**src/sv/assert_macros.svh**
```systemverilog
// assertion helpers used by the top-level rtl file
`ifndef ASSERT_MACROS_SVH
`define ASSERT_MACROS_SVH

// same-cycle implication, sampled on the block clock, off during reset
`define KPTT_ASSERT_IMPL(label, ante, cons, msg) \
   label: assert property (@(posedge clock) disable iff (reset) (ante) |-> (cons)) \
      else $error(msg);

// next-cycle implication
`define KPTT_ASSERT_NEXT(label, ante, cons, msg) \
   label: assert property (@(posedge clock) disable iff (reset) (ante) |=> (cons)) \
      else $error(msg);

`endif

```
**src/sv/kptt_pkg.sv**
```systemverilog
`timescale 1ns / 1ps
package kptt_pkg;

   localparam logic [2:0] ACT_SCHEDULE       = 3'd0;
   localparam logic [2:0] ACT_UNSCHED_KEY    = 3'd1;
   localparam logic [2:0] ACT_UNSCHED_TARGET = 3'd2;
   localparam logic [2:0] ACT_TICK           = 3'd3;
   localparam logic [2:0] ACT_SET_STATE      = 3'd4;

   localparam logic [1:0] KIND_FIRE = 2'd0;
   localparam logic [1:0] KIND_ACK  = 2'd1;
   localparam logic [1:0] KIND_DONE = 2'd2;

   localparam logic [1:0] STATUS_OK      = 2'd0;
   localparam logic [1:0] STATUS_IGNORED = 2'd1;
   localparam logic [1:0] STATUS_FULL    = 2'd2;

   // operations broadcast to the cell row
   localparam logic [2:0] OP_HOLD        = 3'd0;
   localparam logic [2:0] OP_DROP_KEY    = 3'd1;
   localparam logic [2:0] OP_DROP_TARGET = 3'd2;
   localparam logic [2:0] OP_FLAGS       = 3'd3;
   localparam logic [2:0] OP_COMPACT     = 3'd4;
   localparam logic [2:0] OP_INSERT      = 3'd5;
   localparam logic [2:0] OP_EVAL        = 3'd6;
   localparam logic [2:0] OP_CLEAN       = 3'd7;

   // index into the per-slot time vector
   localparam int TM_INTERVAL = 0;
   localparam int TM_DELAY    = 1;
   localparam int TM_ELAPSED  = 2;

   localparam logic [16:0]        FIRE_COUNT_MAX = 17'h1FFFF;
   localparam logic signed [16:0] REPEAT_FOREVER = -17'sd1;

   typedef struct packed {
      logic [2:0] op;
      logic [7:0] target;
      logic [7:0] key;
      logic       run;
      logic       pause;
   } cell_ctl_type;

   typedef struct packed {
      logic               valid;
      logic [7:0]         target;
      logic [7:0]         key;
      logic signed [16:0] rpt;
      logic signed [15:0] prio;
      logic [31:0]        seq_num;
      logic [16:0]        fire_count;
      logic               run;
      logic               pause;
   } slot_info_type;

   // target id reduced by the flag table size, restoring style, eight steps
   function automatic logic [11:0] kptt_mod(input logic [7:0] v, input int unsigned m);
      logic [19:0] r;
      logic [19:0] d;
      r = 20'(v);
      for (int k = 7; k >= 0; k--) begin
         d = 20'(m) << k;
         if (r >= d) begin
            r = r - d;
         end
      end
      return r[11:0];
   endfunction

endpackage

```
**src/sv/kptt_cell.sv**
```systemverilog
`timescale 1ns / 1ps
module kptt_cell #(
   parameter int TARGET_COUNT = 256,
   parameter int TIME_BITS    = 32
) (
   input  logic                          clock,
   input  logic                          reset,
   input  kptt_pkg::cell_ctl_type        ctl,
   input  logic [TIME_BITS-1:0]          dt,
   input  kptt_pkg::slot_info_type       new_info,
   input  logic [2:0][TIME_BITS-1:0]     new_time,
   input  kptt_pkg::slot_info_type       prev_info,
   input  logic [2:0][TIME_BITS-1:0]     prev_time,
   input  kptt_pkg::slot_info_type       next_info,
   input  logic [2:0][TIME_BITS-1:0]     next_time,
   input  logic                          hole_in,
   input  logic                          ins_in,
   output kptt_pkg::slot_info_type       info_q,
   output logic [2:0][TIME_BITS-1:0]     time_q,
   output logic                          hole_out,
   output logic                          ins_out,
   output logic                          need,
   output logic                          match,
   output logic                          fire,
   output logic                          rm
);

   kptt_pkg::slot_info_type   info_ff, info_in;
   logic [2:0][TIME_BITS-1:0] time_ff, time_in;
   logic                      fire_ff, fire_in;
   logic                      rm_ff, rm_in;
   logic [11:0]               own_idx, bc_idx;
   logic                      earlier;

   assign own_idx = kptt_pkg::kptt_mod(info_ff.target, TARGET_COUNT);
   assign bc_idx  = kptt_pkg::kptt_mod(ctl.target, TARGET_COUNT);
   assign match   = info_ff.valid && info_ff.target == ctl.target && info_ff.key == ctl.key;
   assign earlier = (new_info.prio < info_ff.prio) ||
                    (new_info.prio == info_ff.prio && new_info.seq_num < info_ff.seq_num);
   assign hole_out = hole_in || !info_ff.valid;
   assign ins_out  = !info_ff.valid || earlier;
   assign need     = info_ff.valid && hole_in;

   always_comb begin
      logic                 fire_now;
      logic                 drop_now;
      logic [TIME_BITS:0]   sum;
      logic [TIME_BITS-1:0] el;
      logic [16:0]          cnt_n;
      fire_now = 1'b0;
      drop_now = 1'b0;
      sum      = '0;
      el       = '0;
      cnt_n    = info_ff.fire_count;
      info_in  = info_ff;
      time_in  = time_ff;
      fire_in  = fire_ff;
      rm_in    = rm_ff;
      case (ctl.op)
         kptt_pkg::OP_DROP_KEY: begin
            if (match) begin
               info_in.valid = 1'b0;
            end
         end
         kptt_pkg::OP_DROP_TARGET: begin
            if (info_ff.valid && info_ff.target == ctl.target) begin
               info_in.valid = 1'b0;
            end
         end
         kptt_pkg::OP_FLAGS: begin
            if (own_idx == bc_idx) begin
               info_in.run   = ctl.run;
               info_in.pause = ctl.pause;
            end
         end
         kptt_pkg::OP_COMPACT: begin
            // everything behind the first hole moves up one place
            if (hole_out) begin
               info_in = next_info;
               time_in = next_time;
            end
         end
         kptt_pkg::OP_INSERT: begin
            if (ins_in) begin
               info_in = prev_info;
               time_in = prev_time;
            end else if (ins_out) begin
               info_in = new_info;
               time_in = new_time;
            end
         end
         kptt_pkg::OP_EVAL: begin
            if (info_ff.valid && info_ff.run && !info_ff.pause) begin
               if (time_ff[kptt_pkg::TM_DELAY] != '0) begin
                  if (dt >= time_ff[kptt_pkg::TM_DELAY]) begin
                     time_in[kptt_pkg::TM_DELAY]   = '0;
                     time_in[kptt_pkg::TM_ELAPSED] = '0;
                     fire_now = 1'b1;
                  end else begin
                     time_in[kptt_pkg::TM_DELAY] = time_ff[kptt_pkg::TM_DELAY] - dt;
                  end
               end else if (time_ff[kptt_pkg::TM_INTERVAL] == '0) begin
                  fire_now = 1'b1;
               end else begin
                  sum = {1'b0, time_ff[kptt_pkg::TM_ELAPSED]} + {1'b0, dt};
                  el  = sum[TIME_BITS] ? '1 : sum[TIME_BITS-1:0];
                  if (el >= time_ff[kptt_pkg::TM_INTERVAL]) begin
                     el = el - time_ff[kptt_pkg::TM_INTERVAL];
                     fire_now = 1'b1;
                  end
                  time_in[kptt_pkg::TM_ELAPSED] = el;
               end
               if (fire_now) begin
                  if (info_ff.fire_count != kptt_pkg::FIRE_COUNT_MAX) begin
                     cnt_n = info_ff.fire_count + 17'd1;
                  end
                  info_in.fire_count = cnt_n;
                  // repeat is never below -1, so a plain compare does
                  drop_now = info_ff.rpt != kptt_pkg::REPEAT_FOREVER &&
                             cnt_n > $unsigned(info_ff.rpt);
               end
            end
            fire_in = fire_now;
            rm_in   = info_ff.valid && (drop_now || !info_ff.run);
         end
         kptt_pkg::OP_CLEAN: begin
            if (rm_ff) begin
               info_in.valid = 1'b0;
            end
         end
         default: begin
         end
      endcase
   end

   always_ff @(posedge clock) begin
      time_ff <= time_in;
      fire_ff <= fire_in;
      rm_ff   <= rm_in;
      if (reset) begin
         info_ff <= '0;
      end else begin
         info_ff <= info_in;
      end
   end

   assign info_q = info_ff;
   assign time_q = time_ff;
   assign fire   = fire_ff;
   assign rm     = rm_ff;

endmodule

```
**config.mk**
```make
export PLATFORM = sky130hd
export DESIGN_NAME = kptt_cell
export DESIGN_NICKNAME = d
export VERILOG_FILES = /design/src/sv/assert_macros.svh /design/src/sv/kptt_pkg.sv /design/src/sv/kptt_cell.sv
export SDC_FILE = /design/constraint.sdc
export NUM_CORES = 1
export LEC_CHECK = 0
export BUFFER_PORTS_ARGS = -buffer_cell sky130_fd_sc_hd__buf_2
export CAP_MARGIN = 20
export CORE_AREA = 2 2 327 329
export DETAILED_ROUTE_END_ITERATION = 8
export DIE_AREA = 0 0 329 331
export PLACE_DENSITY_LB_ADDON = 0.05
export SETUP_SLACK_MARGIN = 0.02
export SYNTH_ARGS = -nofsm -noshare
export SYNTH_HDL_FRONTEND = slang
export SYNTH_SLANG_ARGS = --single-unit
```
**constraint.sdc**
```tcl
create_clock -name clock -period 6.35 [get_ports clock]
set_clock_uncertainty 0.1 [all_clocks]
set_input_delay 0.3175 -clock clock [delete_from_list [all_inputs] [get_ports clock]]
set_output_delay 0.3175 -clock clock [all_outputs]
set_load 0.005 [all_outputs]
```
# After elaboration in Yosys (flattened, before gate mapping)
# Cells that the tools add are included.
[totals] mem_bits_ro=0 mem_count=0 in_bits=648 regBits=199 elab_cells=112 ramBits=0 latchBits=0 output_inout_bits=203
[op_classes] n_shift=0 n_lt_le_gt_ge=5 mul=0 reduce_logical=27 n_eq_ne=23 muxes=39 bitwise=0 div_mod_pow=0 n_addsub=4
[op_table] operator="101-bit two-way mux" count=3
[op_table] operator="96-bit two-way mux" count=3
[op_table] operator="32-bit two-way mux" count=7
[op_table] operator="64-bit one-hot mux with 3 select lines" count=1
[op_table] operator="81-bit one-hot mux with 2 select lines" count=1
[op_table] operator="17-bit two-way mux" count=6
[op_table] operator="32-bit greater-or-equal comparator" count=2
[op_table] operator="64-bit two-way mux" count=1
[op_table] operator="32-bit one-hot mux with 2 select lines" count=1
[op_table] operator="32-bit subtractor" count=2
[op_table] operator="17-bit one-hot mux with 3 select lines" count=1
[op_table] operator="32-bit by 32-bit adder with 33-bit output" count=1
[op_table] operator="32-bit zero test" count=1
[op_table] operator="32-bit less-than comparator" count=1
[op_table] operator="32-bit nonzero test" count=1
[op_table] operator="17-bit by 1-bit adder with 17-bit output, second input constant" count=1
[op_table] operator="17-bit greater-than comparator" count=1
[op_table] operator="17-bit by 1-bit != test with 1-bit output, second input constant" count=1
[op_table] operator="17-bit != test, second input constant" count=1
[op_table] operator="16-bit == test" count=1
[op_table] operator="8-bit == test" count=2
[op_table] operator="16-bit less-than comparator" count=1
[op_table] operator="2-bit != test, second input constant" count=8
[op_table] operator="3-bit == test, second input constant" count=4
[op_table] operator="17 further kinds" count=46

# Logic depth before layout (Yosys ltp)
[depth] ltp_word=18 mapped_depth=26

# Worst setup path after synthesis
# No wires, ideal clock.
[synth_timing] path_kind="register to register" startpoint="register time_ff (netlist bit time_q[64])" endpoint="register time_ff (netlist bit time_q[94]), data pin" stages_incl_launch_ff=24 synth_period_minus_slack_ns=5.298 t_arrival_ns=4.937 setup_time_ns=0.261 path_buffers=0 slack_ns=1.052 cell_sequence="edfxtp_1 > ha_1 > fa_1 > a21oi_1 > o21ai_1 > and3_1 > o31a_1 > a21oi_2 > nor2_1 > a21o_1 > nor2_1 > ha_1 > inv_1 > fa_1 > a211oi_2 > o21ai_1 > a2111oi_2 > o21ai_1 > a21boi_1 > inv_2 > a31oi_1 > o21ai_0 > xor2_1 > a221o_1"
[synth_rtl] element="from (decl)" line="kptt_cell.sv:29" text="logic [2:0][TIME_BITS-1:0] time_ff, time_in;"
[synth_rtl] element="from (signal assigned)" line="kptt_cell.sv:137" text="time_ff <= time_in;"

==> results by group <==
Pwr
  • Leak pwr: 12.14 nW
  • Cell area power density: about 180 mW/mm²
  • Worst VDD drop: approximately 0.17 mV

Placement
  • Dpl ws: approximately 0.19 ns
  • Placed wire-length estimate: a little under 90,000 µm
  • Post-Place Cells: 4,442
  • PortBufs: 850
  • Final GP Congestion: approximately 0.86
  • Post-Place Cell Area: between 0.02 and 0.025 mm²

Synth
  • Yosys top cell area share: between 10% and 20%
  • Syn Inst Count: 2,307
  • Syn_nets: just over 3k
  • Synthesis Warnings: 0
  • Number of synthesized flops with an enable pin: about 100
  • Post-synth top area cell: edfxtp_1
  • Syn avg cell area: slightly above 8 µm²
  • Post-Syn Area: approximately 0.019 mm²
  • Distinct cell type count after synthesis: 84
  • Largest cells by area after synthesis: edfxtp_1 (16%), mux2i_1 (11%), dfxtp_1 (11%), ha_1 (11%), a21oi_1 (5.7%)
  • Post-synth ARST share: 0%
  • Synth Register Bits: just under 200
  • Main synth FF type: dfxtp_1
  • Sequential area share after synthesis: 26.46%
  • Commonest cells in the netlist: nor2_1 (261), a21oi_1 (215), mux2i_1 (210)
  • Count leader, synth: nor2_1

Route
  • Post-Route WL: 104,400 µm
  • Drt drc: 0
  • Vias per inst: around 4.5
  • WL/cell: between 20 and 25 µm
  • First-pass detailed-route iteration total: 5
  • Post-route ant nets: 0
  • Routed vias: ~21k
  • Drt first-iter violations: a little over 900

Critical path
  • CP required: between 6 and 7 ns
  • Crit path max fanout: 31
  • Arr. time, crit path: just over 6 ns
  • Critical path type: reg -> reg
  • Critical Path End Type: flip-flop
  • Element type at the critical path start: flip-flop

Layout
  • Finished Cell Area: approximately 0.026 mm²
  • Fin cells: between 4k and 5k
  • Layout cells sized above 1: a little under a third
  • P&R area growth vs syn: 37.62%
  • Final net count: between 3k and 4k

Clocking
  • Clock Sinks: 199
  • Clk_lat worst skew: 0.51 ns
  • CTS clock-pin slew for the worst setup and hold paths: 0.08 ns
  • CTS tree: built
  • CTS Root Cell: clkbuf_16
  • # H-tree levels: 4
  • CTS Buf Count: 17
  • Longest Clk Path Bufs: 2

Flow run
  • Max Cap Viol: 0

Floorplan
  • DIE HEIGHT: ~330 µm
  • Core ar.: between 0.1 and 0.15 mm²
  • Die Width: roughly 330 µm
  • Io pins: 851
  • Cell Rows: between 100 and 150
  • Starting Density: between 10% and 20%
  • Die ar.: between 0.1 and 0.15 mm²

Run status
  • Status: finished clean

Global route
  • Global Route Usage Sum: around 18%
  • Largest net degree at the start of global routing: 163
  • Vias in the first global route: between 20k and 25k
  • Number of antenna violations at the first check in global routing: between 40 and 50
  • Overflow after GRT: 0
  • First-pass GRT wire length: around 150,000 µm

Timing
  • Fin worst setup slack: roughly 0.4 ns
  • Max-Slew Margin vs Limit: roughly 33%
  • Hold Slack: roughly 0.038 ns
  • Final period util: around 94%
  • Final setup vio count: 0
  • Unrepaired setup endpoints after global routing: no
  • Worst Max-Slew Pin Slew: between 1 and 1.5 ns
  • Final min period: approximately 5.9 ns
  • Final hold violations: 0
  • Fin Setup TNS: 0 ns
  • Fmax: roughly 170 MHz
  • Fin. max-slew vios: 0

Hold path
  • HP Class: in -> reg
-- layout make-up --
| class | instances | area (µm²) |
|---|---|---|
| well taps | 1391 | 1740 |
| repair buffers | 944 | 5206 |
| fillers | 11790 | 79140 |
| inverters | 157 | 589.3 |
| diodes | 10 | 25.02 |
| clock buffers | 23 | 467.9 |
| flip-flops and latches | 199 | 4965 |
| multi-input cells | 1820 | 12740 |
| clock inverters | 9 | 88.84 |
-- cells by family (layout without fill, tap and decap cells) --
| logic type | after synthesis | in the layout | share of synthesized area [%] |
|---|---|---|---|
| compound gates | 674 | 674 | 24.09 |
| simple gates | 652 | 652 | 15.55 |
| buf+inv | 288 | 1133 | 5.927 |
| mux | 219 | 219 | 11.74 |
| flops | 199 | 199 | 26.46 |
| fa+ha+maj | 164 | 164 | 11.05 |
| xor+xnor | 111 | 111 | 5.180 |
| other cells | 0 | 10 | 0 |
-- placed cells by master (no fill, tap or decap), types with 52 or more instances in the layout --
cell,n
o221ai_1,52
a211oi_1,95
a21o_1,59
dlygate4sd3_1,67
dfxtp_1,101
nor2_1,258
nand2_1,186
inv_1,155
o21ai_0,91
buf_2,848
ha_1,161
xnor2_1,67
edfxtp_1,98
mux2i_1,210
a21oi_1,214
-- through the flow --
step / utilization (%) / power (mW)
floorplan: - / 2.615
global placement: 23.37 / 3.401
detailed placement: 23.37 / 3.402
CTS: 24.54 / 4.663
global route: 24.59 / 4.874
finish: 24.60 / 4.560
-- worst max-delay path: stages (launching register included) --
cell      delay [ns]
edfxtp_1        0.42
ha_1            0.24
fa_1            0.42
a21oi_2         0.21
o21ai_1         0.10
and3_1          0.22
o31a_1          0.33
a21oi_2         0.17
nor2_1          0.08
a21oi_2         0.18
buf_12          0.23
nand2b_1        0.14
ha_1            0.31
nor2b_1         0.15
o31a_1          0.29
o311ai_1        0.34
o211ai_1        0.24
a311oi_2        0.33
o22ai_1         0.19
a221oi_2        0.37
o21bai_1        0.14
xor2_1          0.15
a221o_1         0.32
-- path summary, 6_finish.rpt --
path                           from  cells after the start  slack [ns]                endpoint
max reg2reg    time_q[64]$_DFFE_PP_                     22        0.40    time_q[93]$_DFFE_PP_
min                   next_time[12]                      3        0.04    time_q[12]$_DFFE_PP_
max            time_q[64]$_DFFE_PP_                     22        0.40    time_q[93]$_DFFE_PP_
min reg2reg  info_q[0]$_SDFFE_PP0P_                      2        0.42  info_q[0]$_SDFFE_PP0P_
-- registers in the layout, indices dropped and copies added, names as in the netlist --
register and flops:
fire 1, time_q 96, info_q 101, rm 1
-- per-layer routing --
layer / global-route usage, % / vias up / part of all wire, %
met5: 0 / - / 0.26
li1: - / 10150 / -
met4: 3.504 / 42 / 1.5
met3: 4.646 / 125 / 6.4
met1: 20.47 / 9774 / 39
met2: 34.92 / 618 / 53
-- where the power goes --
part,switching (mW),internal (mW)
Clock,0.604,0.567
Combinational,1.08,0.805
Sequential,0.0787,1.43
-- timing repair --
| action | 4_1_cts | 5_1_grt |
|---|---|---|
| setup endpoints to repair | 0 | 36 |
| buffers inserted | 0 | 2 |
| hold buffers | 67 | 0 |
| resized for setup | 0 | 6 |
| hold endpoints to repair | 67 | 0 |
Note: power is estimated with default switching activity, not from simulation.
